<file path="src/rtl/rtd_pkg.sv">
// shared constants, types and tables of the 2d rigid transform block
package rtd_pkg;

	localparam int CoordWidth  = 32;
	localparam int CordicSteps = 16;
	localparam int AngleWidth  = 18;
	localparam int TrigWidth   = 18;
	localparam int TrigFrac    = 16;
	localparam int CordicFrac  = 30;
	localparam int CordicWidth = 34;
	localparam int ZWidth      = 20;
	localparam int StepWidth   = $clog2(CordicSteps + 1);
	localparam int CordicGain  = 652032875;
	localparam int TrigOne     = 65536;
	localparam int HalfTurn    = 131072;
	localparam int QuarterTurn = 65536;

	localparam int ProdWidth = CoordWidth + TrigWidth;
	localparam int SumWidth  = ProdWidth + 1;
	localparam int RndWidth  = SumWidth - TrigFrac;
	localparam int OffWidth  = RndWidth + 1;

	localparam int AddrWidth = 4;
	localparam int DataWidth = 32;

	typedef enum logic [1:0] {
		RegAngle     = 2'd0,
		RegOffsetX   = 2'd1,
		RegOffsetY   = 2'd2,
		RegClockwise = 2'd3
	} reg_idx_t;

	typedef struct packed {
		logic                         start;
		logic signed [AngleWidth-1:0] angle;
	} trig_req_t;

	typedef struct packed {
		logic                         busy;
		logic signed [TrigWidth-1:0]  cosine;
		logic signed [TrigWidth-1:0]  sine;
	} trig_t;

	typedef struct packed {
		logic signed [CoordWidth-1:0] offset_x;
		logic signed [CoordWidth-1:0] offset_y;
		logic                         clockwise;
	} xform_cfg_t;

	// atan(2^-i) in units of pi/131072
	function automatic logic [15:0] atan_units(input logic [4:0] i);
		logic [15:0] r;
		case (i)
			5'd0:  r = 16'd32768;
			5'd1:  r = 16'd19344;
			5'd2:  r = 16'd10221;
			5'd3:  r = 16'd5188;
			5'd4:  r = 16'd2604;
			5'd5:  r = 16'd1303;
			5'd6:  r = 16'd652;
			5'd7:  r = 16'd326;
			5'd8:  r = 16'd163;
			5'd9:  r = 16'd81;
			5'd10: r = 16'd41;
			5'd11: r = 16'd20;
			5'd12: r = 16'd10;
			5'd13: r = 16'd5;
			5'd14: r = 16'd3;
			5'd15: r = 16'd1;
			5'd16: r = 16'd1;
			default: r = 16'd0;
		endcase
		return r;
	endfunction

endpackage

</file>
<file path="src/rtl/rtd_regs.sv">
// apb register file: angle, offsets and rotation direction
module rtd_regs
	import rtd_pkg::*;
(
	input  logic                 clk,
	input  logic                 arst_n,
	input  logic                 psel,
	input  logic                 penable,
	input  logic                 pwrite,
	input  logic [AddrWidth-1:0] paddr,
	input  logic [DataWidth-1:0] pwdata,
	output logic [DataWidth-1:0] prdata,
	output logic                 pready,
	output trig_req_t            req,
	output xform_cfg_t           cfg
);

	logic signed [AngleWidth-1:0] angle_q;
	logic signed [CoordWidth-1:0] offset_x_q;
	logic signed [CoordWidth-1:0] offset_y_q;
	logic                         clockwise_q;
	logic                         wr;
	reg_idx_t                     idx;

	assign pready = 1'b1;
	assign wr     = psel && penable && pwrite;
	assign idx    = reg_idx_t'(paddr[3:2]);

	always_ff @(posedge clk or negedge arst_n) begin
		if (!arst_n) begin
			angle_q     <= '0;
			offset_x_q  <= '0;
			offset_y_q  <= '0;
			clockwise_q <= 1'b0;
		end else if (wr) begin
			unique case (idx)
				RegAngle:     angle_q     <= pwdata[AngleWidth-1:0];
				RegOffsetX:   offset_x_q  <= pwdata[CoordWidth-1:0];
				RegOffsetY:   offset_y_q  <= pwdata[CoordWidth-1:0];
				RegClockwise: clockwise_q <= pwdata[0];
			endcase
		end
	end

	always_comb begin
		unique case (idx)
			RegAngle:     prdata = DataWidth'(angle_q);
			RegOffsetX:   prdata = DataWidth'(offset_x_q);
			RegOffsetY:   prdata = DataWidth'(offset_y_q);
			RegClockwise: prdata = DataWidth'(clockwise_q);
		endcase
	end

	// the cordic loads straight from the write data
	assign req.start     = wr && (idx == RegAngle);
	assign req.angle     = pwdata[AngleWidth-1:0];
	assign cfg.offset_x  = offset_x_q;
	assign cfg.offset_y  = offset_y_q;
	assign cfg.clockwise = clockwise_q;

endmodule

</file>
<file path="config.mk">
export PLATFORM = sky130hd
export DESIGN_NAME = rtd_regs
export DESIGN_NICKNAME = d
export VERILOG_FILES = /design/src/rtl/rtd_pkg.sv /design/src/rtl/rtd_regs.sv
export SDC_FILE = /design/constraint.sdc
export NUM_CORES = 1
export LEC_CHECK = 0
export ABC_AREA = 1
export BUFFER_PORTS_ARGS = -buffer_cell sky130_fd_sc_hd__buf_2
export CORE_UTILIZATION = 48
export CTS_CLUSTER_DIAMETER = 50
export DETAILED_ROUTE_END_ITERATION = 8
export GPL_TIMING_DRIVEN = 0
export PLACE_DENSITY_LB_ADDON = 0.15
export SYNTH_ARGS = -nofsm -noshare
export SYNTH_HDL_FRONTEND = slang
export SYNTH_SLANG_ARGS = --single-unit
export TNS_END_PERCENT = 50
</file>
<file path="constraint.sdc">
create_clock -name clk -period 1 [get_ports clk]
set_input_delay 0.15 -clock clk [delete_from_list [all_inputs] [get_ports clk]]
set_output_delay 0.15 -clock clk [all_outputs]
set_load 0.01 [all_outputs]
</file>
Word level (Yosys, flattened, before mapping)

Index checks and enable logic that the tools add are counted.

Register bits: 83
Bits in latches: 0
Bits in writable memories: 0
Bits in read-only memories: 0
Memories: 0

Add/subtract/negate cells: 0
Multipliers: 0
Divide/modulo/power cells: 0
$lt $le $gt $ge: 0
Eq/ne operators: 3
Shift operators: 0
Muxes and demuxes: 1
Bitwise gates (word level): 0
Reductions and logical operators: 8

Operator list:

| operator             | number |
|---|---|
| $pmux W32 S4         | 1 |
| $reduce_and A2 Y1    | 4 |
| $eq A2 B2 Y1 const B | 2 |
| $logic_and A1 B1 Y1  | 3 |
| $eq A2 B1 Y1 const B | 1 |
| $logic_not A2 Y1     | 1 |

Logic depth before layout (Yosys ltp)

Word-level depth: 3
Mapped depth: 7
Depth with buffers taken out: 6

Least setup slack after synthesis

Ideal clock, no wire load.

Path kind: register to output
From: register angle_q[17]
To: output port prdata[17]
Data arrival time: 822 ps
Required time: 850 ps
Path slack: 28 ps
Cell stages (with the launch flop): 4
Path buffers: 1
Cell sequence: dfrtp_1 > nand2_1 > buf_2 > nand3_1

Longest elaborated chain between the ends: 1

RTL lines:

| what                     | RTL line       | text |
|---|---|---|
| start: declaration       | rtd_regs.sv:18 | `logic signed [AngleWidth-1:0] angle_q;` |
| start signal: assignment | rtd_regs.sv:37 | `RegAngle: angle_q <= pwdata[AngleWidth-1:0];` |
| $pmux W32 S4             | rtd_regs.sv:46 | `unique case (idx)` |
| end: declaration         | rtd_regs.sv:12 | `output logic [DataWidth-1:0] prdata,` |

No other way between the ends.

Worst setup path in the final report

From: register angle_q[17]
To: output port prdata[27]

The elaborated chain is that of the path after synthesis.

==> run summary <==
Setup Total Neg Slack - -13.66 ns
starting density of the core - 50.0%
Peak Freq - 0.729 GHz
Die X - 92.2 um
synth unique cells - 16
Global Route Usage Sum - 28.7%
DIE HEIGHT - 92.2 um
Std-Cell Rows - 32
failing checks - negative setup slack
Worst EP required - 0.85 ns
NetSw - 3420 uW
DRT antenna net count - 0
syn nets - 551
Max FO, Critical Path - 10
clock power share - 21.8%
sw frac - 33.2%
area leader, netlist - dfrtp_1
#FFs+latches synth - 83
Core Util, Final - 74.3%
initial DRC count - 222
crit path DAT - 1.22 ns
min Tclk post-route - 1.37 ns
worst hold slack - 0.00694 ns
largest family of logic cells by synthesized area - simple AND/OR/NAND/NOR gates
Seq pwr share - 44.2%
core area - 7810 sq um
placed insts - 767
Synth area leaders - dfrtp_1 (53%), nand2_1 (32%), buf_4 (5.2%)
RSZ-0062 raised after global routing - true
global route overflow - 0
Syn Area/Cell - 7.65 sq um
clk buf depth - 2
Total Wirelength - 12400 um
pin count of the biggest net entering global routing - 64
cell area after synthesis - 3900 sq um
Crit Path Category - flop to primary output
xor and xnor fraction of the mapped netlist area - 0%
worst hold path class - primary input to flop
YS warnings - 0
most common cell after layout, fill and taps aside - nand2_1
IO buf count - 154
Worst VDD drop - 0.00108 V
final setup vio count - 98
Crit. End Element - primary output
initial antenna violation count - 0
Slew Limit Fails - 0
io pins - 158
Sink Count - 83
adder-cell area share of the yosys netlist - 0%
vias in the first global route - 3821
CTS Buf Count - 9
power consumption - 10300 uW
routed via count - 4126
post-synthesis compound-gate area fraction - 0.128%
mux cell area share after synthesis - 0%
post-DP HPWL - 7650 um
gpl congestion - 0.757
post-route clock skew - 0 ns
critical path startpoint category - flop
final worst-path cycle share - 137%
commonest non-fill, non-tap cells in the layout - nand2_1 (327), buf_2 (134), dfrtp_1 (83)
full die area - 8490 sq um
setup slack after layout - -0.372 ns
post-synthesis sequential area ratio - 53.2%
combinational power share - 34.0%
final cell count without fillers - 833
Final Hold Fails - 0
Simple-Gate Fraction of Synth Area - 39.0%
clk root buf - clkbuf_8
clock-pin slew on the worst setup and hold paths - 0.08 ns
synthesized instance count - 510
Clk Latency, worst-skew pair - 0.35 ns
synthesis-to-layout area growth - 48.6%
first-pass GRT wire length - 18700 um
htree depth - 3
share of the synthesized area in the top cell type - 53.2%
DRC viols - 0
drt pass-1 iters - 5
layout cell share with drive strength beyond 1 - 39.1%
Pint - 6880 uW
CTS tree - yes
Routed WL per cell - 14.9 um
Ant. Diodes - 0
Max Cap Viol - 0
Final #Nets - 767
PwrDens - 1780 nW/um^2
vias per inst - 4.95
outcome - finished, violations left
Leakage - 0.00345 uW
-- kinds of logic (layout without fill, tap and decap cells) --
logic type | after synthesis | count (layout)
other | 1 | 1
DFF | 83 | 83
buffers and inverters | 47 | 268
AOI/OAI and AO/OA | 1 | 1
and+or+nand+nor | 378 | 378
-- critical path: stages (launching register included) --
cell and delay [ns]:
dfrtp_1 0.41, nand2_4 0.09, buf_8 0.13, nand3_1 0.09
buf_2 0.14
-- flip-flops by register name (all words and copies together), names as in the netlist --
register,flops
angle_q,18
clockwise_q,1
offset_x_q,32
offset_y_q,32
-- final timing paths --
| path | depth (start not counted) | end | slack (ns) | from |
|---|---|---|---|---|
| setup / recovery | 4 | prdata[27] | -0.37 | angle_q[17] |
| hold / removal | 3 | offset_y_q[24] | 0.007 | pwdata[24] |
| setup reg to reg | 5 | offset_y_q[14] | 0.05 | offset_y_q[14] |
| hold reg to reg | 2 | angle_q[4] | 0.48 | angle_q[4] |
| max in group asynchronous | 3 | angle_q[4] | 0.17 | arst_n |
| min in group asynchronous | 2 | offset_x_q[24] | 0.22 | arst_n |
-- layout make-up --
cell class	count	area [sq um]
inverter	5	28.8
clock buffer	12	155
timing repair buffer	205	1450
sequential	83	2080
tap	102	128
multi-input combinational	380	1600
buffer	42	337
clock inverter	4	25.0
fill	627	2010
-- power groups by stage --
stage                     Combinational (uW)  Sequential (uW)  Clock [uW]
after floorplan                         1030             4790           0
after global placement                  2400             4580           0
after detailed placement                2480             4600           0
after CTS                               3150             4520        2240
after global routing                    3820             4640        2370
final                                   3500             4560        2250
-- cell usage after synthesis --
library cell and number:
inv_2 4, nand2_1 331, nand3_2 1, nand2_4 1, nor2_1 1, nor2_2 1, buf_2 15, inv_1 1
nand4_1 1, dfrtp_1 83, conb_1 1, buf_4 27, nor2_4 4, nand2_2 4, o21ai_0 1, nand3_1 34
-- what timing repair did --
item	CTS	global route
pin swaps	40	13
endpoints found under the setup margin	98	108
cloned	0	3
hold endpoints to repair	20	0
buffers inserted	34	12
resized for setup	53	28
hold buffers	1	0
-- through the flow --
| step | instance area [sq um] | setup WS, ns |
|---|---|---|
| floorplan | 3900 | 0.0284 |
| global placement | 4800 | -0.875 |
| detailed placement | 4830 | -0.489 |
| CTS | 5510 | -0.367 |
| global route | 5800 | -0.418 |
| finish | 5800 | -0.372 |
-- routing by layer --
metal / global-route usage, % / up-vias / share of wire, %
met5: 0 / - / 0
met4: 11.2 / 0 / 2.0
met3: 4.06 / 22 / 6.9
met2: 48.6 / 175 / 49
met1: 37.3 / 1954 / 42
li1: - / 1975 / -
Note: power is estimated with default switching activity, not from simulation.
