[src/rtl/rtd_pkg.sv]
// shared constants, types and tables of the 2d rigid transform block
package rtd_pkg;

	localparam int CoordWidth  = 32;
	localparam int CordicSteps = 16;
	localparam int AngleWidth  = 18;
	localparam int TrigWidth   = 18;
	localparam int TrigFrac    = 16;
	localparam int CordicFrac  = 30;
	localparam int CordicWidth = 34;
	localparam int ZWidth      = 20;
	localparam int StepWidth   = $clog2(CordicSteps + 1);
	localparam int CordicGain  = 652032875;
	localparam int TrigOne     = 65536;
	localparam int HalfTurn    = 131072;
	localparam int QuarterTurn = 65536;

	localparam int ProdWidth = CoordWidth + TrigWidth;
	localparam int SumWidth  = ProdWidth + 1;
	localparam int RndWidth  = SumWidth - TrigFrac;
	localparam int OffWidth  = RndWidth + 1;

	localparam int AddrWidth = 4;
	localparam int DataWidth = 32;

	typedef enum logic [1:0] {
		RegAngle     = 2'd0,
		RegOffsetX   = 2'd1,
		RegOffsetY   = 2'd2,
		RegClockwise = 2'd3
	} reg_idx_t;

	typedef struct packed {
		logic                         start;
		logic signed [AngleWidth-1:0] angle;
	} trig_req_t;

	typedef struct packed {
		logic                         busy;
		logic signed [TrigWidth-1:0]  cosine;
		logic signed [TrigWidth-1:0]  sine;
	} trig_t;

	typedef struct packed {
		logic signed [CoordWidth-1:0] offset_x;
		logic signed [CoordWidth-1:0] offset_y;
		logic                         clockwise;
	} xform_cfg_t;

	// atan(2^-i) in units of pi/131072
	function automatic logic [15:0] atan_units(input logic [4:0] i);
		logic [15:0] r;
		case (i)
			5'd0:  r = 16'd32768;
			5'd1:  r = 16'd19344;
			5'd2:  r = 16'd10221;
			5'd3:  r = 16'd5188;
			5'd4:  r = 16'd2604;
			5'd5:  r = 16'd1303;
			5'd6:  r = 16'd652;
			5'd7:  r = 16'd326;
			5'd8:  r = 16'd163;
			5'd9:  r = 16'd81;
			5'd10: r = 16'd41;
			5'd11: r = 16'd20;
			5'd12: r = 16'd10;
			5'd13: r = 16'd5;
			5'd14: r = 16'd3;
			5'd15: r = 16'd1;
			5'd16: r = 16'd1;
			default: r = 16'd0;
		endcase
		return r;
	endfunction

endpackage

[src/rtl/rtd_cordic.sv]
// iterative cordic: sine and cosine of the angle, one step per cycle
module rtd_cordic
	import rtd_pkg::*;
(
	input  logic      clk,
	input  logic      arst_n,
	input  trig_req_t req,
	output trig_t     trig
);

	localparam logic signed [CordicWidth-1:0] RoundK =
		CordicWidth'(1) << (CordicFrac - TrigFrac - 1);
	localparam logic signed [CordicWidth-1:0] TrigMax = CordicWidth'((1 << (TrigWidth-1)) - 1);
	localparam logic signed [CordicWidth-1:0] TrigMin = -TrigMax - CordicWidth'(1);

	logic signed [CordicWidth-1:0] x_q, y_q;
	logic signed [ZWidth-1:0]      z_q;
	logic [StepWidth-1:0]          step_q;
	logic                          neg_q;
	logic                          busy_q;
	logic signed [TrigWidth-1:0]   cos_q, sin_q;

	logic signed [AngleWidth:0]    a_ext;
	logic signed [ZWidth-1:0]      z_fold;
	logic                          neg_fold;
	logic signed [CordicWidth-1:0] dx, dy;
	logic signed [ZWidth-1:0]      at_z;
	logic signed [CordicWidth-1:0] xr, yr, xn, yn;

	function automatic logic signed [TrigWidth-1:0] sat_trig(
		input logic signed [CordicWidth-1:0] v
	);
		logic signed [CordicWidth-1:0] r;
		if (v > TrigMax)
			r = TrigMax;
		else if (v < TrigMin)
			r = TrigMin;
		else
			r = v;
		return r[TrigWidth-1:0];
	endfunction

	// fold into [-pi/2, pi/2], results negated afterwards when folded
	always_comb begin
		a_ext    = (AngleWidth+1)'(req.angle);
		neg_fold = 1'b0;
		z_fold   = ZWidth'(a_ext);
		if (a_ext > (AngleWidth+1)'(QuarterTurn)) begin
			z_fold   = ZWidth'(a_ext) - ZWidth'(HalfTurn);
			neg_fold = 1'b1;
		end else if (a_ext < -(AngleWidth+1)'(QuarterTurn)) begin
			z_fold   = ZWidth'(a_ext) + ZWidth'(HalfTurn);
			neg_fold = 1'b1;
		end
	end

	assign dx   = y_q >>> step_q;
	assign dy   = x_q >>> step_q;
	assign at_z = ZWidth'(atan_units(5'(step_q)));

	assign xr = (x_q + RoundK) >>> (CordicFrac - TrigFrac);
	assign yr = (y_q + RoundK) >>> (CordicFrac - TrigFrac);
	assign xn = neg_q ? -xr : xr;
	assign yn = neg_q ? -yr : yr;

	always_ff @(posedge clk or negedge arst_n) begin
		if (!arst_n) begin
			busy_q <= 1'b0;
			step_q <= '0;
			neg_q  <= 1'b0;
			x_q    <= '0;
			y_q    <= '0;
			z_q    <= '0;
			cos_q  <= TrigWidth'(TrigOne);
			sin_q  <= '0;
		end else if (req.start) begin
			busy_q <= 1'b1;
			step_q <= '0;
			neg_q  <= neg_fold;
			x_q    <= CordicWidth'(CordicGain);
			y_q    <= '0;
			z_q    <= z_fold;
		end else if (busy_q) begin
			if (step_q != StepWidth'(CordicSteps)) begin
				step_q <= step_q + StepWidth'(1);
				if (!z_q[ZWidth-1]) begin
					x_q <= x_q - dx;
					y_q <= y_q + dy;
					z_q <= z_q - at_z;
				end else begin
					x_q <= x_q + dx;
					y_q <= y_q - dy;
					z_q <= z_q + at_z;
				end
			end else begin
				// last cycle: round to q1.16 and store
				cos_q  <= sat_trig(xn);
				sin_q  <= sat_trig(yn);
				busy_q <= 1'b0;
			end
		end
	end

	assign trig.busy   = busy_q;
	assign trig.cosine = cos_q;
	assign trig.sine   = sin_q;

endmodule

[config.mk]
export PLATFORM = sky130hd
export DESIGN_NAME = rtd_cordic
export DESIGN_NICKNAME = d
export VERILOG_FILES = /design/src/rtl/rtd_pkg.sv /design/src/rtl/rtd_cordic.sv
export SDC_FILE = /design/constraint.sdc
export NUM_CORES = 1
export LEC_CHECK = 0
export ABC_CLOCK_PERIOD_IN_PS = 10270
export BUFFER_PORTS_ARGS = -buffer_cell sky130_fd_sc_hd__buf_2
export CAP_MARGIN = 30
export CORE_MARGIN = 10
export CORE_UTILIZATION = 48
export DETAILED_ROUTE_END_ITERATION = 10
export PLACE_DENSITY = 0.64
export SETUP_SLACK_MARGIN = 0.5
export SYNTH_ARGS = -nofsm -noshare
export SYNTH_HDL_FRONTEND = slang
export SYNTH_SLANG_ARGS = --single-unit
[constraint.sdc]
create_clock -name clk -period 10.27 [get_ports clk]
set_input_delay 1.027 -clock clk [delete_from_list [all_inputs] [get_ports clk]]
set_output_delay 1.027 -clock clk [all_outputs]
set_load 0.01 [all_outputs]
# Word-level counts from Yosys, hierarchy flattened
# Memory sizes are Yosys's and may differ from the RTL's.
# Cells that the tools add are included.
[classes]
order_cmp = 6
eq_ne = 1
n_reduce_logical = 4
shift = 2
muxes = 28
add_sub_neg = 13
n_bitwise = 2
[ops]
columns = ["op", "n"]
rows = [
  ["34-bit two-way mux", 10],
  ["20-bit two-way mux", 6],
  ["18-bit two-way mux", 4],
  ["34-bit by 15-bit adder with 34-bit output (second input constant)", 2],
  ["34-bit adder", 2],
  ["34-bit by 18-bit > comparator with 1-bit output (second input constant)", 2],
  ["34-bit by 18-bit < comparator with 1-bit output (second input constant)", 2],
  ["20-bit negator with 34-bit output", 2],
  ["34-bit by 5-bit >>> shifter with 34-bit output", 2],
  ["34-bit subtractor", 2],
  ["18-bit by 19-bit adder with 20-bit output (second input constant)", 1],
  ["20-bit by 17-bit adder with 20-bit output", 1],
  ["18-bit by 19-bit subtractor with 20-bit output (second input constant)", 1],
  ["20-bit by 17-bit subtractor with 20-bit output", 1],
  ["18-bit > comparator (second input constant)", 1],
  ["18-bit by 17-bit < comparator with 1-bit output (second input constant)", 1],
  ["5-bit two-way mux", 3],
  ["5-bit by 1-bit adder with 5-bit output (second input constant)", 1],
  ["1-bit two-way mux", 5],
  ["5-bit != test (second input constant)", 1],
  ["2-bit nonzero test", 2],
  ["3-bit AND reduction", 1],
  ["1-bit inverter", 2],
  ["2-bit AND reduction", 1],
]
[totals]
elab_cells = 65
reg_bits = 131
out_inout_bits = 37
inputBits = 21
mem_count = 1
rom_bits = 512
[mem_list]
columns = ["memory", "words", "width", "rd", "rd_ports_with_merged_regs", "write_ports", "line_no", "source"]
rows = [
  ["(no name shown)", 32, 16, 1, 0, 0, "rtd_pkg.sv:53", "case (i)"],
]

# Depth between registers and ports, before layout
# Gate-level depths: netlist (run 1).
[logic_depth]
word_depth = 6
ltp_mapped = 29
mapped_depth_nobuf = 22

# Worst setup path after synthesis (run 1)
# No wires, ideal clock.
[synth_timing]
path_kind = "register -> register"
from = "register step_q[0]"
to = "register x_q[33]"
t_required_ps = 10142
path_slack_ps = 4266
setup_ps = 128
arrival_ps = 5876
stages_incl_launch_ff = 27
cell_sequence = "dfrtp_1 buf_6 buf_12 buf_12 buf_12 buf_2 mux4_2 a32o_1 nor3_2 ha_1 inv_1 nor3_1 nand2_1 nor2_1 a31oi_1 xnor2_1 ha_1 a2111o_1 a31oi_1 o21ai_0 a2111oi_0 o21ai_0 nand3_1 a21oi_1 or3_1 mux2i_1 mux2_1"
[synth_between]
elab_chain_cells = 6
[synth_rtl]
columns = ["item", "line_no", "source"]
rows = [
  ["from (decl)", "rtd_cordic.sv:18", "logic [StepWidth-1:0] step_q;"],
  ["from (signal assigned)", "rtd_cordic.sv:85", "step_q <= step_q + StepWidth'(1);"],
  ["34-bit by 5-bit >>> shifter with 34-bit output", "rtd_cordic.sv:57", "assign dx = y_q >>> step_q;"],
  ["34-bit subtractor or 34-bit adder (tied branches)", "rtd_cordic.sv:87, rtd_cordic.sv:91", ""],
  ["34-bit two-way mux", "rtd_cordic.sv:86", "if (!z_q[ZWidth-1]) begin"],
  ["34-bit two-way mux", "rtd_cordic.sv:84", "if (step_q != StepWidth'(CordicSteps)) begin"],
  ["34-bit two-way mux", "rtd_cordic.sv:83", "end else if (busy_q) begin"],
  ["34-bit two-way mux", "rtd_cordic.sv:76", "end else if (req.start) begin"],
  ["to (signal assigned)", "rtd_cordic.sv:80", "x_q <= CordicWidth'(CordicGain);"],
  ["to (signal assigned)", "rtd_cordic.sv:87", "x_q <= x_q - dx;"],
  ["to (signal assigned)", "rtd_cordic.sv:91", "x_q <= x_q + dx;"],
  ["to (decl)", "rtd_cordic.sv:16", "logic signed [CordicWidth-1:0] x_q, y_q;"],
]
# Parallel ways exist; a longest one is shown, timed or not. The select of a mux whose other input is x is not followed.
# A chain may end at the register's enable or synchronous reset.

# Worst setup path after layout (run 1)
[layout_timing]
from = "register step_q[1]"
to = "register y_q[33]"
[layout_between]
elab_chain_cells = 6
[layout_rtl]
columns = ["item", "line_no", "source"]
rows = [
  ["34-bit by 5-bit >>> shifter with 34-bit output", "rtd_cordic.sv:58", "assign dy = x_q >>> step_q;"],
  ["34-bit adder or 34-bit subtractor (tied branches)", "rtd_cordic.sv:88, rtd_cordic.sv:92", ""],
  ["34-bit two-way mux", "rtd_cordic.sv:86", ""],
  ["34-bit two-way mux", "rtd_cordic.sv:84", ""],
  ["34-bit two-way mux", "rtd_cordic.sv:83", ""],
  ["34-bit two-way mux", "rtd_cordic.sv:76", ""],
  ["to (signal assigned)", "rtd_cordic.sv:88", "y_q <= y_q + dy;"],
  ["to (signal assigned)", "rtd_cordic.sv:92", "y_q <= y_q - dy;"],
  ["to (decl)", "rtd_cordic.sv:16", ""],
]
# Parallel ways exist; a longest one is shown, timed or not. The select of a mux whose other input is x is not followed.

==> metrics.txt, run 1 <==
# TYPE chip_impl_metric gauge
chip_impl_info{name="kind_of_critical_path",value="flip-flop to flip-flop"} 1
chip_impl_metric{name="synth_enable_flop_cells",unit=""} 0
chip_impl_metric{name="largest_net_degree_at_the_start_of_global_routing",unit=""} 77
chip_impl_info{name="timing.critical_path.from_type",value="flip-flop"} 1
chip_impl_metric{name="power.combinational.fraction",unit="%"} 77.1
chip_impl_metric{name="cellPowerDensity",unit="mW/mm^2"} 392
chip_impl_metric{name="switching_share",unit="%"} 52.7
chip_impl_metric{name="synth_cells",unit=""} 2293
chip_impl_metric{name="wirelength",unit="microns"} 63100
chip_impl_metric{name="synthArstFlopShare",unit="%"} 100
chip_impl_metric{name="routed_via_density",unit=""} 6.60
chip_impl_metric{name="dpl_cell_area",unit="sq mm"} 0.0187
chip_impl_metric{name="report.final.setup_viol",unit=""} 0
chip_impl_metric{name="clk_pin_slew",unit="ns"} 0.06
chip_impl_metric{name="coreArea",unit="sq mm"} 0.0377
chip_impl_metric{name="achievable-frequency",unit="MHz"} 128
chip_impl_metric{name="p_leak",unit="uW"} 0.00780
chip_impl_metric{name="drv.max_cap_violation_count",unit=""} 0
chip_impl_metric{name="std_cell_rows",unit=""} 71
chip_impl_metric{name="post-route-period-util",unit="%"} 75.9
chip_impl_metric{name="yosysWarningCount",unit=""} 0
chip_impl_metric{name="chipWidth",unit="microns"} 216
chip_impl_metric{name="placer_congestion_estimate",unit=""} 1.04
chip_impl_metric{name="cts_hold_buffers",unit=""} 0
chip_impl_metric{name="syn-cell-area",unit="sq mm"} 0.0184
chip_impl_metric{name="remaining_drc_errors",unit=""} 0
chip_impl_metric{name="slew_viol_final",unit=""} 0
chip_impl_metric{name="final_hold_viol_count",unit=""} 0
chip_impl_metric{name="fin_tns_setup",unit="ns"} 0
chip_impl_metric{name="ioPinCount",unit=""} 58
chip_impl_metric{name="grt.overflow.total",unit=""} 0
chip_impl_metric{name="power.share.clock",unit="%"} 7.7
chip_impl_metric{name="start_util",unit="%"} 48.8
chip_impl_metric{name="yosys.cell_types.count",unit=""} 101
chip_impl_metric{name="flow.area_growth_from_synthesis",unit="%"} 5.01
chip_impl_metric{name="critPathArrivalTime",unit="ns"} 8.14
chip_impl_metric{name="final_nets",unit=""} 2363
chip_impl_metric{name="postLayoutCellArea",unit="sq mm"} 0.0193
chip_impl_metric{name="routed-via-count",unit=""} 18200
chip_impl_metric{name="drt.antenna.violating_nets",unit=""} 0
chip_impl_metric{name="numCtsBuffers",unit=""} 17
chip_impl_metric{name="synth.ff_latch_count",unit=""} 131
chip_impl_metric{name="h-tree-depth",unit=""} 4
chip_impl_metric{name="required",unit="ns"} 10.61
chip_impl_metric{name="grt_antenna_before_repair",unit=""} 3
chip_impl_metric{name="yosys.area.top_type_share",unit="%"} 17.7
chip_impl_metric{name="yosysSeqAreaShare",unit="%"} 17.9
chip_impl_metric{name="timing.max_slew.rel_slack",unit="%"} 23.8
chip_impl_metric{name="die_area",unit="sq mm"} 0.0465
chip_impl_metric{name="layout_min_cycle_time",unit="ns"} 7.79
chip_impl_info{name="yosys-top-cells-area",value="sky130_fd_sc_hd__dfrtp_1 18%, sky130_fd_sc_hd__mux4_2 7.4%, sky130_fd_sc_hd__ha_1 6.8%, sky130_fd_sc_hd__xnor2_1 6.5%, sky130_fd_sc_hd__nand2_1 5.2%"} 1
chip_impl_metric{name="clk_path_buf_depth",unit=""} 2
chip_impl_metric{name="syn-num-nets",unit=""} 2417
chip_impl_metric{name="share_seq_of_total_power",unit="%"} 15.2
chip_impl_metric{name="first_iter_violations",unit=""} 1686
chip_impl_metric{name="grt_pass1_vias",unit=""} 17600
chip_impl_info{name="clockRootBuffer",value="sky130_fd_sc_hd__clkbuf_16"} 1
chip_impl_info{name="worstHoldPathType",value="flip-flop to flip-flop"} 1
chip_impl_metric{name="avgSynthCellArea",unit="sq um"} 8.01
chip_impl_metric{name="p_sw",unit="uW"} 3980
chip_impl_metric{name="cell_internal_pwr",unit="uW"} 3580
chip_impl_info{name="cp-end-kind",value="flip-flop"} 1
chip_impl_metric{name="timing_worst_slew_pin_value",unit="ns"} 1.14
chip_impl_metric{name="critical_path.max_fanout",unit=""} 60
chip_impl_metric{name="vdd_drop_max",unit="V"} 0.000211
chip_impl_info{name="synthDominantAreaCellType",value="sky130_fd_sc_hd__dfrtp_1"} 1
chip_impl_metric{name="detailed_routing_iteration_count_for_the_pre_antenna_repair_pass",unit=""} 6
chip_impl_metric{name="worst_clock_skew",unit="ns"} 0.0147
chip_impl_info{name="cts_tree",value="done"} 1
chip_impl_info{name="grt_setup_unrepaired",value="false"} 1
chip_impl_metric{name="cts_resized",unit=""} 0
chip_impl_metric{name="avgRoutedWirePerCell",unit="microns"} 22.8
chip_impl_metric{name="clkSinkCount",unit=""} 131
chip_impl_metric{name="die_h",unit="microns"} 216
chip_impl_metric{name="grt_util_all_layers",unit="%"} 26.5
chip_impl_metric{name="clk-insertion-delay-late",unit="ns"} 0.47
chip_impl_metric{name="post-cts-setup-buffer-count",unit=""} 0
chip_impl_metric{name="final_layout_size_suffix_gt1_share",unit="%"} 11.9
chip_impl_metric{name="detailedPlacementHpwl",unit="microns"} 46000
chip_impl_info{name="synthFlopType",value="sky130_fd_sc_hd__dfrtp_1"} 1
chip_impl_metric{name="grt_first_pass_wirelength",unit="microns"} 99300
chip_impl_metric{name="placement.io_buffers",unit=""} 57
chip_impl_metric{name="number_of_filler_cells_placed_in_the_layout",unit=""} 3665
chip_impl_info{name="outcome",value="complete, no violations"} 1
==> registers in the layout, indices dropped and copies added, names as in the netlist <==
name / flops
sin_q: 18
neg_q: 1
x_q: 34
busy_q: 1
cos_q: 18
z_q: 20
step_q: 5
y_q: 34
==> through the flow <==
stage	hold slack (ns)	utilization (%)	instances	total power (uW)	setup slack, ns
floorplan	0.477	-	2293	5560	4.27
global placement	0.447	49.7	2728	6740	2.96
detailed placement	0.452	49.8	2731	6820	2.68
CTS	0.465	51.2	2763	7470	2.63
global route	0.516	51.2	2763	8250	1.95
finish	0.457	51.2	2764	7560	2.48
==> cells by family after synthesis <==
family	share of synthesized area, %
AO/OA/AOI/OAI	24.0
multiplexers	14.9
buffers and inverters	5.94
XOR/XNOR	10.2
flip-flops	17.9
adder cells (fa/ha/maj)	7.14
AND/OR/NAND/NOR	20.0
==> cell usage after synthesis (12+ instances only) <==
cell,n
sky130_fd_sc_hd__nand2_1,252
sky130_fd_sc_hd__nor2_1,219
sky130_fd_sc_hd__a21oi_1,165
sky130_fd_sc_hd__o21ai_0,136
sky130_fd_sc_hd__xnor2_1,136
sky130_fd_sc_hd__dfrtp_1,130
sky130_fd_sc_hd__ha_1,100
sky130_fd_sc_hd__clkbuf_1,90
sky130_fd_sc_hd__xor2_1,78
sky130_fd_sc_hd__mux2i_1,70
sky130_fd_sc_hd__inv_1,62
sky130_fd_sc_hd__mux4_2,60
sky130_fd_sc_hd__nand3_1,58
sky130_fd_sc_hd__nor3_1,56
sky130_fd_sc_hd__a31oi_1,37
sky130_fd_sc_hd__mux2_2,37
sky130_fd_sc_hd__a21o_1,36
sky130_fd_sc_hd__buf_2,36
sky130_fd_sc_hd__nand2b_1,30
sky130_fd_sc_hd__o211ai_1,28
sky130_fd_sc_hd__o22ai_1,26
sky130_fd_sc_hd__and2_1,25
sky130_fd_sc_hd__a22oi_1,23
sky130_fd_sc_hd__a211oi_1,19
sky130_fd_sc_hd__buf_1,19
sky130_fd_sc_hd__nand4_1,18
sky130_fd_sc_hd__o221ai_1,18
sky130_fd_sc_hd__o21bai_1,17
sky130_fd_sc_hd__nor4_1,16
sky130_fd_sc_hd__nor2b_1,14
sky130_fd_sc_hd__or3_1,14
sky130_fd_sc_hd__and3_1,13
sky130_fd_sc_hd__o21a_1,12
sky130_fd_sc_hd__or2_2,12
==> worst max-delay path: stages, from the launching register on <==
cell                        delay, ns
sky130_fd_sc_hd__dfrtp_4         0.97
sky130_fd_sc_hd__buf_4           0.70
sky130_fd_sc_hd__mux4_2          0.60
sky130_fd_sc_hd__mux2i_1         0.66
sky130_fd_sc_hd__o22ai_1         0.25
sky130_fd_sc_hd__nor2_1          0.20
sky130_fd_sc_hd__ha_1            0.22
sky130_fd_sc_hd__nand4_1         0.19
sky130_fd_sc_hd__nor3_1          0.57
sky130_fd_sc_hd__and4_1          0.39
sky130_fd_sc_hd__a31oi_1         0.12
sky130_fd_sc_hd__xor2_1          0.20
sky130_fd_sc_hd__ha_1            0.37
sky130_fd_sc_hd__a2111oi_0       0.65
sky130_fd_sc_hd__nand2_1         0.12
sky130_fd_sc_hd__a21oi_1         0.26
sky130_fd_sc_hd__nor3_1          0.15
sky130_fd_sc_hd__o21ai_0         0.32
sky130_fd_sc_hd__a21oi_1         0.16
sky130_fd_sc_hd__o211ai_1        0.18
sky130_fd_sc_hd__or3b_1          0.35
==> area by class of cell <==
type / instances / area (sq um) / area share [%]
Inverter: 64 / 240 / 1.25
Tap cell: 511 / 639 / 3.31
Clock inverter: 6 / 57.6 / 0.298
Multi-Input combinational cell: 1933 / 14000 / 72.7
Clock buffer: 26 / 479 / 2.48
Antenna cell: 1 / 2.50 / 0.0130
Timing Repair Buffer: 92 / 548 / 2.84
Sequential cell: 131 / 3290 / 17.1
==> power by group through the flow <==
stage / combinational, uW / sequential [uW] / clock, uW
6_report: 5830 / 1150 / 585
5_1_grt: 6460 / 1170 / 623
4_1_cts: 5750 / 1130 / 601
3_5_place_dp: 5690 / 1130 / 0
3_3_place_gp: 5610 / 1130 / 0
2_1_floorplan: 4710 / 852 / 0
==> per-layer routing <==
metal | vias to the layer above | track usage [%] | wire [microns]
met4 | 2 | 13.3 | 3180
li1 | 8403 | - | -
met1 | 8740 | 32.9 | 26100
met2 | 894 | 42.7 | 28600
met5 | - | 0 | 14
met3 | 195 | 5.94 | 5220
==> path summary, 6_finish.rpt <==
kind,from,end,slack (ns),cells past startpoint
max,step_q[1],y_q[33],2.48,20
min,cos_q[17],cos_q[17],0.46,2
max reg2reg,step_q[1],y_q[33],2.48,20
min reg2reg,cos_q[17],cos_q[17],0.46,2
max in group asynchronous,arst_n,step_q[0],8.35,2
min in group asynchronous,arst_n,sin_q[0],0.60,1
==> cell usage in the layout (no fill, tap or decap), types with 12 or more instances in the layout <==
cell type / netlist / final
sky130_fd_sc_hd__xnor2_1: 136 / 136
sky130_fd_sc_hd__nand3_1: 58 / 58
sky130_fd_sc_hd__a211oi_1: 19 / 19
sky130_fd_sc_hd__nand2_1: 252 / 252
sky130_fd_sc_hd__nand4_1: 18 / 18
sky130_fd_sc_hd__and3_1: 13 / 13
sky130_fd_sc_hd__nor2_1: 219 / 217
sky130_fd_sc_hd__inv_1: 62 / 62
sky130_fd_sc_hd__nor3_1: 56 / 54
sky130_fd_sc_hd__buf_4: 5 / 33
sky130_fd_sc_hd__mux4_2: 60 / 60
sky130_fd_sc_hd__o21a_1: 12 / 12
sky130_fd_sc_hd__o21bai_1: 17 / 17
sky130_fd_sc_hd__mux2_2: 37 / 37
sky130_fd_sc_hd__mux2i_1: 70 / 70
sky130_fd_sc_hd__nand2b_1: 30 / 30
sky130_fd_sc_hd__a21oi_1: 165 / 165
sky130_fd_sc_hd__buf_2: 36 / 57
sky130_fd_sc_hd__dfrtp_1: 130 / 125
sky130_fd_sc_hd__or2_2: 12 / 12
sky130_fd_sc_hd__ha_1: 100 / 100
sky130_fd_sc_hd__and2_1: 25 / 25
sky130_fd_sc_hd__nor2b_1: 14 / 13
sky130_fd_sc_hd__o21ai_0: 136 / 134
sky130_fd_sc_hd__a22oi_1: 23 / 23
sky130_fd_sc_hd__clkbuf_16: 0 / 17
sky130_fd_sc_hd__xor2_1: 78 / 78
sky130_fd_sc_hd__o22ai_1: 26 / 26
sky130_fd_sc_hd__nor4_1: 16 / 16
sky130_fd_sc_hd__a21o_1: 36 / 36
sky130_fd_sc_hd__or3_1: 14 / 14
sky130_fd_sc_hd__o221ai_1: 18 / 18
sky130_fd_sc_hd__a31oi_1: 37 / 37
sky130_fd_sc_hd__o211ai_1: 28 / 28
Note: power is estimated with default switching activity, not from simulation.
==> inputs of run 2 (changes only) <==
--- a/config.mk
+++ b/config.mk
@@ -5,13 +5,14 @@
 export SDC_FILE = /design/constraint.sdc
 export NUM_CORES = 1
 export LEC_CHECK = 0
-export ABC_CLOCK_PERIOD_IN_PS = 10270
+export ABC_AREA = 1
+export ABC_CLOCK_PERIOD_IN_PS = 6430
 export BUFFER_PORTS_ARGS = -buffer_cell sky130_fd_sc_hd__buf_2
 export CAP_MARGIN = 30
 export CORE_MARGIN = 10
 export CORE_UTILIZATION = 48
 export DETAILED_ROUTE_END_ITERATION = 10
-export PLACE_DENSITY = 0.64
+export PLACE_DENSITY = 0.67
 export SETUP_SLACK_MARGIN = 0.5
 export SYNTH_ARGS = -nofsm -noshare
 export SYNTH_HDL_FRONTEND = slang
==> constraint.sdc (replaced) <==
create_clock -name clk -period 6.43 [get_ports clk]
set_input_delay 0.643 -clock clk [delete_from_list [all_inputs] [get_ports clk]]
set_output_delay 0.643 -clock clk [all_outputs]
set_load 0.01 [all_outputs]
==> run 2 against run 1 <==
First-iteration DRC count grew 15%. Register-to-register slack lost 1.4 ns. Global-route usage grew 2.0 points. Count of clock-buffer cells in the layout shrank 8. Setup slack lost 1.4 ns. Total power grew 56%. Synthesized area shrank 2.9%. Synthesized cell count grew 32%. Hold slack lost 0.28 ns. Largest power group unchanged. Highest routed layer is now met4.
==> metrics.txt, run 2 <==
# TYPE chip_impl_metric gauge
chip_impl_metric{name="grt_pass1_vias",unit=""} 19100
chip_impl_info{name="clockRootBuffer",value="sky130_fd_sc_hd__clkbuf_16"} 1
chip_impl_metric{name="cts_hold_buffers",unit=""} 0
chip_impl_metric{name="drv.max_cap_violation_count",unit=""} 0
chip_impl_metric{name="clk-insertion-delay-late",unit="ns"} 0.48
chip_impl_metric{name="grt_antenna_before_repair",unit=""} 0
chip_impl_info{name="worstHoldPathType",value="input port to asynchronous set/reset pin"} 1
chip_impl_metric{name="remaining_drc_errors",unit=""} 0
chip_impl_metric{name="avgRoutedWirePerCell",unit="microns"} 18.6
chip_impl_metric{name="worst_clock_skew",unit="ns"} 0.0134
chip_impl_metric{name="cpPeakStageDelay",unit="ns"} 0.60
chip_impl_metric{name="wirelength",unit="microns"} 64800
chip_impl_metric{name="layout.cells.non_filler",unit=""} 3492
chip_impl_metric{name="start_util",unit="%"} 48.7
chip_impl_metric{name="flow.area_growth_from_synthesis",unit="%"} 6.28
chip_impl_info{name="cp-end-kind",value="flip-flop"} 1
chip_impl_metric{name="required",unit="ns"} 6.73
chip_impl_info{name="yosys-top-cells-area",value="sky130_fd_sc_hd__nand2_1 20%, sky130_fd_sc_hd__dfrtp_1 18%, sky130_fd_sc_hd__nand3_1 11%, sky130_fd_sc_hd__ha_1 7.0%, sky130_fd_sc_hd__inv_1 5.9%"} 1
chip_impl_metric{name="cellPowerDensity",unit="mW/mm^2"} 624
chip_impl_info{name="crit_top_cell",value="sky130_fd_sc_hd__nand2_1"} 1
chip_impl_metric{name="syn-num-nets",unit=""} 3150
chip_impl_info{name="final_cell_mix",value="947 x sky130_fd_sc_hd__nand2_1, 394 x sky130_fd_sc_hd__nand3_1, 279 x sky130_fd_sc_hd__inv_1"} 1
chip_impl_metric{name="largest_net_degree_at_the_start_of_global_routing",unit=""} 70
chip_impl_metric{name="ioPinCount",unit=""} 58
chip_impl_info{name="synth_top_cells_by_count",value="947 x sky130_fd_sc_hd__nand2_1, 394 x sky130_fd_sc_hd__nand3_1, 280 x sky130_fd_sc_hd__inv_1"} 1
chip_impl_metric{name="slew_viol_final",unit=""} 0
chip_impl_metric{name="layout_min_cycle_time",unit="ns"} 5.39
chip_impl_metric{name="grt.overflow.total",unit=""} 0
chip_impl_info{name="outcome",value="complete, no violations"} 1
chip_impl_metric{name="clk_path_buf_depth",unit=""} 2
chip_impl_metric{name="worst-r2r-setup-slack",unit="ns"} 1.04
chip_impl_metric{name="report.final.setup_viol",unit=""} 0
chip_impl_info{name="critical-path-top-delay-family",value="simple AND/OR/NAND/NOR gates"} 1
chip_impl_metric{name="syn-cell-area",unit="sq mm"} 0.0178
chip_impl_metric{name="achievable-frequency",unit="MHz"} 185
chip_impl_metric{name="yosysWarningCount",unit=""} 0
chip_impl_metric{name="critPathArrivalTime",unit="ns"} 5.69
chip_impl_metric{name="h-tree-depth",unit=""} 4
chip_impl_info{name="endpoint_of_the_lowest_slack_register_to_register_path",value="y_q[23]"} 1
chip_impl_metric{name="worst_hold_slack",unit="ns"} 0.182
chip_impl_info{name="synthFlopType",value="sky130_fd_sc_hd__dfrtp_1"} 1
chip_impl_info{name="cell_with_the_most_instances_after_synthesis",value="sky130_fd_sc_hd__nand2_1"} 1
chip_impl_metric{name="routed-via-count",unit=""} 20300
chip_impl_metric{name="grt_util_all_layers",unit="%"} 28.6
chip_impl_metric{name="clk_pin_slew",unit="ns"} 0.07
chip_impl_metric{name="routed_via_density",unit=""} 5.83
chip_impl_info{name="grt_setup_unrepaired",value="false"} 1
chip_impl_metric{name="detailedPlacementHpwl",unit="microns"} 50100
chip_impl_info{name="timing.critical_path.from_type",value="flip-flop"} 1
chip_impl_metric{name="first_iter_violations",unit=""} 1941
chip_impl_metric{name="placer_congestion_estimate",unit=""} 0.986
chip_impl_metric{name="worst_reg2reg_path_length_in_cells",unit=""} 31
chip_impl_info{name="cts_tree",value="done"} 1
chip_impl_metric{name="place.detailed.instances",unit=""} 3460
chip_impl_metric{name="numCtsBuffers",unit=""} 17
chip_impl_metric{name="number_of_filler_cells_placed_in_the_layout",unit=""} 3966
chip_impl_info{name="mostFrequentLayoutCell",value="sky130_fd_sc_hd__nand2_1"} 1
chip_impl_metric{name="yosys.cell_types.count",unit=""} 58
chip_impl_metric{name="placement.io_buffers",unit=""} 57
chip_impl_info{name="synthDominantAreaCellType",value="sky130_fd_sc_hd__nand2_1"} 1
chip_impl_metric{name="chipWidth",unit="microns"} 213
chip_impl_metric{name="synth.ff_latch_count",unit=""} 131
chip_impl_metric{name="final_nets",unit=""} 3135
chip_impl_metric{name="finalCoreUtilization",unit="%"} 51.8
chip_impl_metric{name="grt_first_pass_wirelength",unit="microns"} 103000
chip_impl_info{name="cp_slowest_cell",value="sky130_fd_sc_hd__dfrtp_2"} 1
chip_impl_metric{name="die_area",unit="sq mm"} 0.0453
chip_impl_metric{name="synth_enable_flop_cells",unit=""} 0
chip_impl_metric{name="vdd_drop_max",unit="V"} 0.000417
chip_impl_metric{name="timing_worst_slew_pin_value",unit="ns"} 0.903
chip_impl_metric{name="fin_tns_setup",unit="ns"} 0
chip_impl_metric{name="std_cell_rows",unit=""} 70
chip_impl_info{name="reg_top3",value="x_q: 34 flops, y_q: 34 flops, z_q: 20 flops"} 1
chip_impl_info{name="critical_path.reg2reg.startpoint",value="step_q[0]"} 1
chip_impl_metric{name="synthArstFlopShare",unit="%"} 100
chip_impl_metric{name="p_leak",unit="uW"} 0.00959
chip_impl_metric{name="post-route-period-util",unit="%"} 83.9
chip_impl_metric{name="clkSinkCount",unit=""} 131
chip_impl_info{name="kind_of_critical_path",value="flip-flop to flip-flop"} 1
chip_impl_metric{name="crit_buf_inv",unit=""} 6
chip_impl_metric{name="yosys.area.top_type_share",unit="%"} 19.9
chip_impl_metric{name="avgSynthCellArea",unit="sq um"} 5.90
chip_impl_metric{name="synth_cells",unit=""} 3026
chip_impl_metric{name="final_layout_size_suffix_gt1_share",unit="%"} 7.21
chip_impl_metric{name="timing.max_slew.rel_slack",unit="%"} 39.8
chip_impl_metric{name="yosysSeqAreaShare",unit="%"} 18.4
chip_impl_metric{name="num_antenna_cells",unit=""} 0
chip_impl_metric{name="die_h",unit="microns"} 213
chip_impl_metric{name="coreArea",unit="sq mm"} 0.0366
chip_impl_metric{name="critical_path.max_fanout",unit=""} 22
chip_impl_metric{name="final_hold_viol_count",unit=""} 0
chip_impl_metric{name="drt.antenna.violating_nets",unit=""} 0
chip_impl_metric{name="detailed_routing_iteration_count_for_the_pre_antenna_repair_pass",unit=""} 6
==> run 2: cell types whose count changed after synthesis, sizes merged, moves of 30 or more <==
cell    change
mux2       -40
xnor2      -82
clkbuf     -32
nand2     +708
nor2       +61
o21ai      +45
nand3     +341
inv       +226
mux2i      -71
mux4       -68
nand2b     -30
==> run 2: timing repair <==
item,CTS,global route
buffers inserted,0,0
gates resized for setup,0,9
endpoints found under the setup margin,0,11
==> run 2: per-layer routing <==
metal / up-vias / wire length (microns) / track usage (%)
met4: 0 / 2100 / 9.82
met5: - / 0 / 0
met3: 123 / 4690 / 4.57
met2: 806 / 29300 / 46.4
met1: 9472 / 28700 / 37.6
li1: 9946 / - / -
==> run 2: layout make-up <==
class / count / area (sq um) / share of cell area, %
sequential: 131 / 3290 / 17.3
multi-input combinational: 2483 / 12900 / 68.0
inverter: 293 / 1110 / 5.85
clock inverter: 14 / 154 / 0.812
timing repair buffer: 85 / 509 / 2.69
tap: 468 / 586 / 3.09
clock buffer: 18 / 429 / 2.26
==> run 2: worst max-delay path by stage <==
stage               startpoint  depth (start not counted)  slack, ns       to
floorplan            step_q[0]                         30       2.19  y_q[29]
global placement     step_q[1]                         30       0.73  y_q[23]
detailed placement   step_q[1]                         30       0.70  y_q[23]
CTS                  step_q[1]                         30       0.66  y_q[23]
global route         step_q[1]                         32       0.56  y_q[23]
finish               step_q[0]                         31       1.04  y_q[23]
==> run 2: cell families (layout without fill, tap and decap cells) <==
| logic type | after synthesis | after routing | synth area share, % |
|---|---|---|---|
| buffers and inverters | 412 | 410 | 9.48 |
| and+or+nand+nor | 1759 | 1759 | 42.1 |
| adders and majority gates | 103 | 103 | 7.35 |
| xor gates and xnor gates | 148 | 148 | 7.39 |
| DFF | 131 | 131 | 18.4 |
| AOI/OAI and AO/OA | 473 | 473 | 15.3 |
==> run 2: stage by stage <==
step                setup slack (ns)  total power [uW]  cell area (sq um)
floorplan                       2.19              8310              17800
global placement               0.727             10500              18400
detailed placement             0.702             10600              18400
CTS                            0.656             11700              18900
global route                   0.564             13100              19000
finish                          1.04             11800              19000
==> run 2: power breakdown <==
part	switching, uW	internal [uW]	total, uW
Clock	446	575	1020
Combinational	6030	3150	9180
Sequential	513	1110	1630
Total	6990	4840	11800
==> inputs of run 3 (changes only) <==
--- a/config.mk
+++ b/config.mk
@@ -5,8 +5,8 @@
 export SDC_FILE = /design/constraint.sdc
 export NUM_CORES = 1
 export LEC_CHECK = 0
-export ABC_AREA = 1
-export ABC_CLOCK_PERIOD_IN_PS = 6430
+export ABC_AREA = 0
+export ABC_CLOCK_PERIOD_IN_PS = 4600
 export BUFFER_PORTS_ARGS = -buffer_cell sky130_fd_sc_hd__buf_2
 export CAP_MARGIN = 30
 export CORE_MARGIN = 10
==> constraint.sdc (replaced) <==
create_clock -name clk -period 4.6 [get_ports clk]
set_input_delay 0.46 -clock clk [delete_from_list [all_inputs] [get_ports clk]]
set_output_delay 0.46 -clock clk [all_outputs]
set_load 0.01 [all_outputs]
==> run 3 against run 2 <==
The run now ends with setup timing left. Setup slack worse by 2.0 ns. Clock power is 51% higher. Wire length is 23% higher. First-iteration DRC count is 15% higher. Design area is 41% higher. Total power is 120% higher. Sequential share of layout area is 5.0 points lower. Register-to-register slack worse by 2.0 ns. Critical path depth is 11 lower. Critical path type unchanged.
==> metrics.txt, run 3 (same netlist as run 1, synthesis figures left out) <==
# TYPE chip_impl_metric gauge
chip_impl_info{name="outcome",value="finished, violations left"} 1
chip_impl_info{name="violations",value="setup timing"} 1
chip_impl_metric{name="layout_min_cycle_time",unit="ns"} 5.56
chip_impl_metric{name="avgRoutedWirePerCell",unit="microns"} 23.0
chip_impl_metric{name="clk_path_buf_depth",unit=""} 2
chip_impl_metric{name="num_antenna_cells",unit=""} 0
chip_impl_metric{name="coreArea",unit="sq mm"} 0.0377
chip_impl_metric{name="largest_net_degree_at_the_start_of_global_routing",unit=""} 74
chip_impl_metric{name="clk_pin_slew",unit="ns"} 0.07
chip_impl_metric{name="critical_path.max_fanout",unit=""} 8
chip_impl_metric{name="grt_antenna_before_repair",unit=""} 0
chip_impl_metric{name="detailed_routing_iteration_count_for_the_pre_antenna_repair_pass",unit=""} 6
chip_impl_metric{name="p_leak",unit="uW"} 0.0118
chip_impl_metric{name="ioPinCount",unit=""} 58
chip_impl_metric{name="drv.max_cap_violation_count",unit=""} 0
chip_impl_metric{name="layout.cells.non_filler",unit=""} 3467
chip_impl_metric{name="wirelength",unit="microns"} 79900
chip_impl_metric{name="grt.overflow.total",unit=""} 0
chip_impl_info{name="timing.critical_path.from_type",value="flip-flop"} 1
chip_impl_metric{name="routed-via-count",unit=""} 21700
chip_impl_metric{name="slew_viol_final",unit=""} 0
chip_impl_metric{name="vdd_drop_max",unit="V"} 0.000856
chip_impl_metric{name="worst_clock_skew",unit="ns"} 0.0121
chip_impl_info{name="grt_setup_unrepaired",value="true"} 1
chip_impl_metric{name="final_layout_size_suffix_gt1_share",unit="%"} 41.5
chip_impl_metric{name="cellPowerDensity",unit="mW/mm^2"} 982
chip_impl_metric{name="remaining_drc_errors",unit=""} 0
chip_impl_metric{name="die_area",unit="sq mm"} 0.0465
chip_impl_info{name="cts_tree",value="done"} 1
chip_impl_metric{name="post-route-period-util",unit="%"} 121
chip_impl_metric{name="grt_pass1_vias",unit=""} 20900
chip_impl_info{name="final_cell_mix",value="679 x sky130_fd_sc_hd__buf_4, 242 x sky130_fd_sc_hd__nand2_1, 204 x sky130_fd_sc_hd__nor2_1"} 1
chip_impl_metric{name="grt_first_pass_wirelength",unit="microns"} 119000
chip_impl_metric{name="timing_worst_slew_pin_value",unit="ns"} 0.880
chip_impl_metric{name="place.detailed.instances",unit=""} 3343
chip_impl_metric{name="worst_hold_slack",unit="ns"} 0.00275
chip_impl_info{name="kind_of_critical_path",value="flip-flop to flip-flop"} 1
chip_impl_metric{name="final_critical_path_setup_slack",unit="ns"} -0.963
chip_impl_info{name="cp-end-kind",value="flip-flop"} 1
chip_impl_metric{name="placement.io_buffers",unit=""} 57
chip_impl_info{name="mostFrequentLayoutCell",value="sky130_fd_sc_hd__buf_4"} 1
chip_impl_metric{name="final_hold_viol_count",unit=""} 0
chip_impl_metric{name="clkSinkCount",unit=""} 131
chip_impl_metric{name="required",unit="ns"} 5.01
chip_impl_info{name="reg_top3",value="x_q: 34 flops, y_q: 34 flops, z_q: 20 flops"} 1
chip_impl_metric{name="flow.area_growth_from_synthesis",unit="%"} 45.7
chip_impl_info{name="worstHoldPathType",value="input port to asynchronous set/reset pin"} 1
chip_impl_metric{name="numCtsBuffers",unit=""} 17
chip_impl_metric{name="report.final.setup_viol",unit=""} 56
chip_impl_metric{name="first_iter_violations",unit=""} 2231
chip_impl_metric{name="critPathArrivalTime",unit="ns"} 5.97
chip_impl_metric{name="final_nets",unit=""} 3067
chip_impl_metric{name="placer_congestion_estimate",unit=""} 1.02
chip_impl_metric{name="achievable-frequency",unit="MHz"} 180
chip_impl_metric{name="timing.max_slew.rel_slack",unit="%"} 41.3
chip_impl_metric{name="h-tree-depth",unit=""} 4
chip_impl_info{name="clockRootBuffer",value="sky130_fd_sc_hd__clkbuf_16"} 1
chip_impl_metric{name="die_h",unit="microns"} 216
chip_impl_metric{name="clk-insertion-delay-late",unit="ns"} 0.48
chip_impl_metric{name="start_util",unit="%"} 48.8
chip_impl_metric{name="grt_util_all_layers",unit="%"} 32.2
chip_impl_metric{name="drt.antenna.violating_nets",unit=""} 0
chip_impl_metric{name="chipWidth",unit="microns"} 216
chip_impl_metric{name="routed_via_density",unit=""} 6.25
chip_impl_metric{name="detailedPlacementHpwl",unit="microns"} 60300
chip_impl_metric{name="std_cell_rows",unit=""} 71
## run 3: path summary, 6_finish.rpt
kind	endpoint	slack, ns	start	cells past startpoint
worst min register to register	cos_q[17]	0.47	cos_q[17]	2
worst min-delay path	sin_q[5]	0.003	arst_n	1
worst max-delay path	y_q[30]	-0.96	step_q[0]	20
worst max register to register	y_q[30]	-0.96	step_q[0]	20
min in group clk	z_q[6]	0.22	req[6]	3
max in group asynchronous	x_q[14]	3.55	arst_n	2
## run 3: routing by layer
layer | vias up | routed length, microns | GRT usage, %
li1 | 9788 | - | -
met1 | 10500 | 31400 | 40.1
met2 | 1136 | 37700 | 53.6
met3 | 245 | 7120 | 5.80
met4 | 0 | 3670 | 14.0
met5 | - | 0 | 0
## run 3: cell type report
class / count / area, sq um
timing repair buffer: 796 / 6240
tap: 511 / 639
clock inverter: 12 / 180
sequential: 131 / 3290
multi-input combinational: 1933 / 15700
fill: 3042 / 10900
clock buffer: 20 / 447
inverter: 64 / 249
## run 3: through the flow
stage               setup TNS (ns)  worst slack (ns)  util [%]  area [sq um]  total power [uW]
detailed placement          -33.60             -1.12      63.1         23800             20400
finish                      -26.74            -0.963      71.0         26800             26300
global placement            -29.49             -1.11      63.1         23800             20000
global route                -38.14             -1.10      71.0         26800             27900
floorplan                   -10.18             -1.02         -         18700             12900
CTS                         -21.34            -0.863      67.7         25500             23600
## run 3: timing repair
item / in CTS / in global routing
pin swaps: 72 / 105
hold buffers: 0 / 0
cloned: 1 / 1
gates resized for setup: 147 / 212
endpoints found under the setup margin: 92 / 105
buffers inserted: 54 / 36
## run 3: worst max-delay path: stages, from the launching register on
cell,delay (ns)
sky130_fd_sc_hd__dfrtp_4,0.47
sky130_fd_sc_hd__buf_8,0.16
sky130_fd_sc_hd__buf_12,0.15
sky130_fd_sc_hd__buf_12,0.13
sky130_fd_sc_hd__mux4_2,0.52
sky130_fd_sc_hd__mux4_2,0.53
sky130_fd_sc_hd__a211o_1,0.39
sky130_fd_sc_hd__nand4bb_4,0.26
sky130_fd_sc_hd__nor3b_4,0.36
sky130_fd_sc_hd__and3_4,0.25
sky130_fd_sc_hd__buf_4,0.12
sky130_fd_sc_hd__a31oi_1,0.09
sky130_fd_sc_hd__xor2_1,0.17
sky130_fd_sc_hd__ha_1,0.29
sky130_fd_sc_hd__and2_1,0.19
sky130_fd_sc_hd__and4_1,0.24
sky130_fd_sc_hd__a31oi_2,0.19
sky130_fd_sc_hd__a41oi_2,0.17
sky130_fd_sc_hd__o31a_1,0.28
sky130_fd_sc_hd__or4_1,0.41
sky130_fd_sc_hd__nand3_1,0.10
## run 3: report_power, final
part	internal, uW	switching [uW]	total, uW
clock	921	619	1540
combinational	11300	11200	22500
sequential	1590	638	2230
total	13800	12500	26300
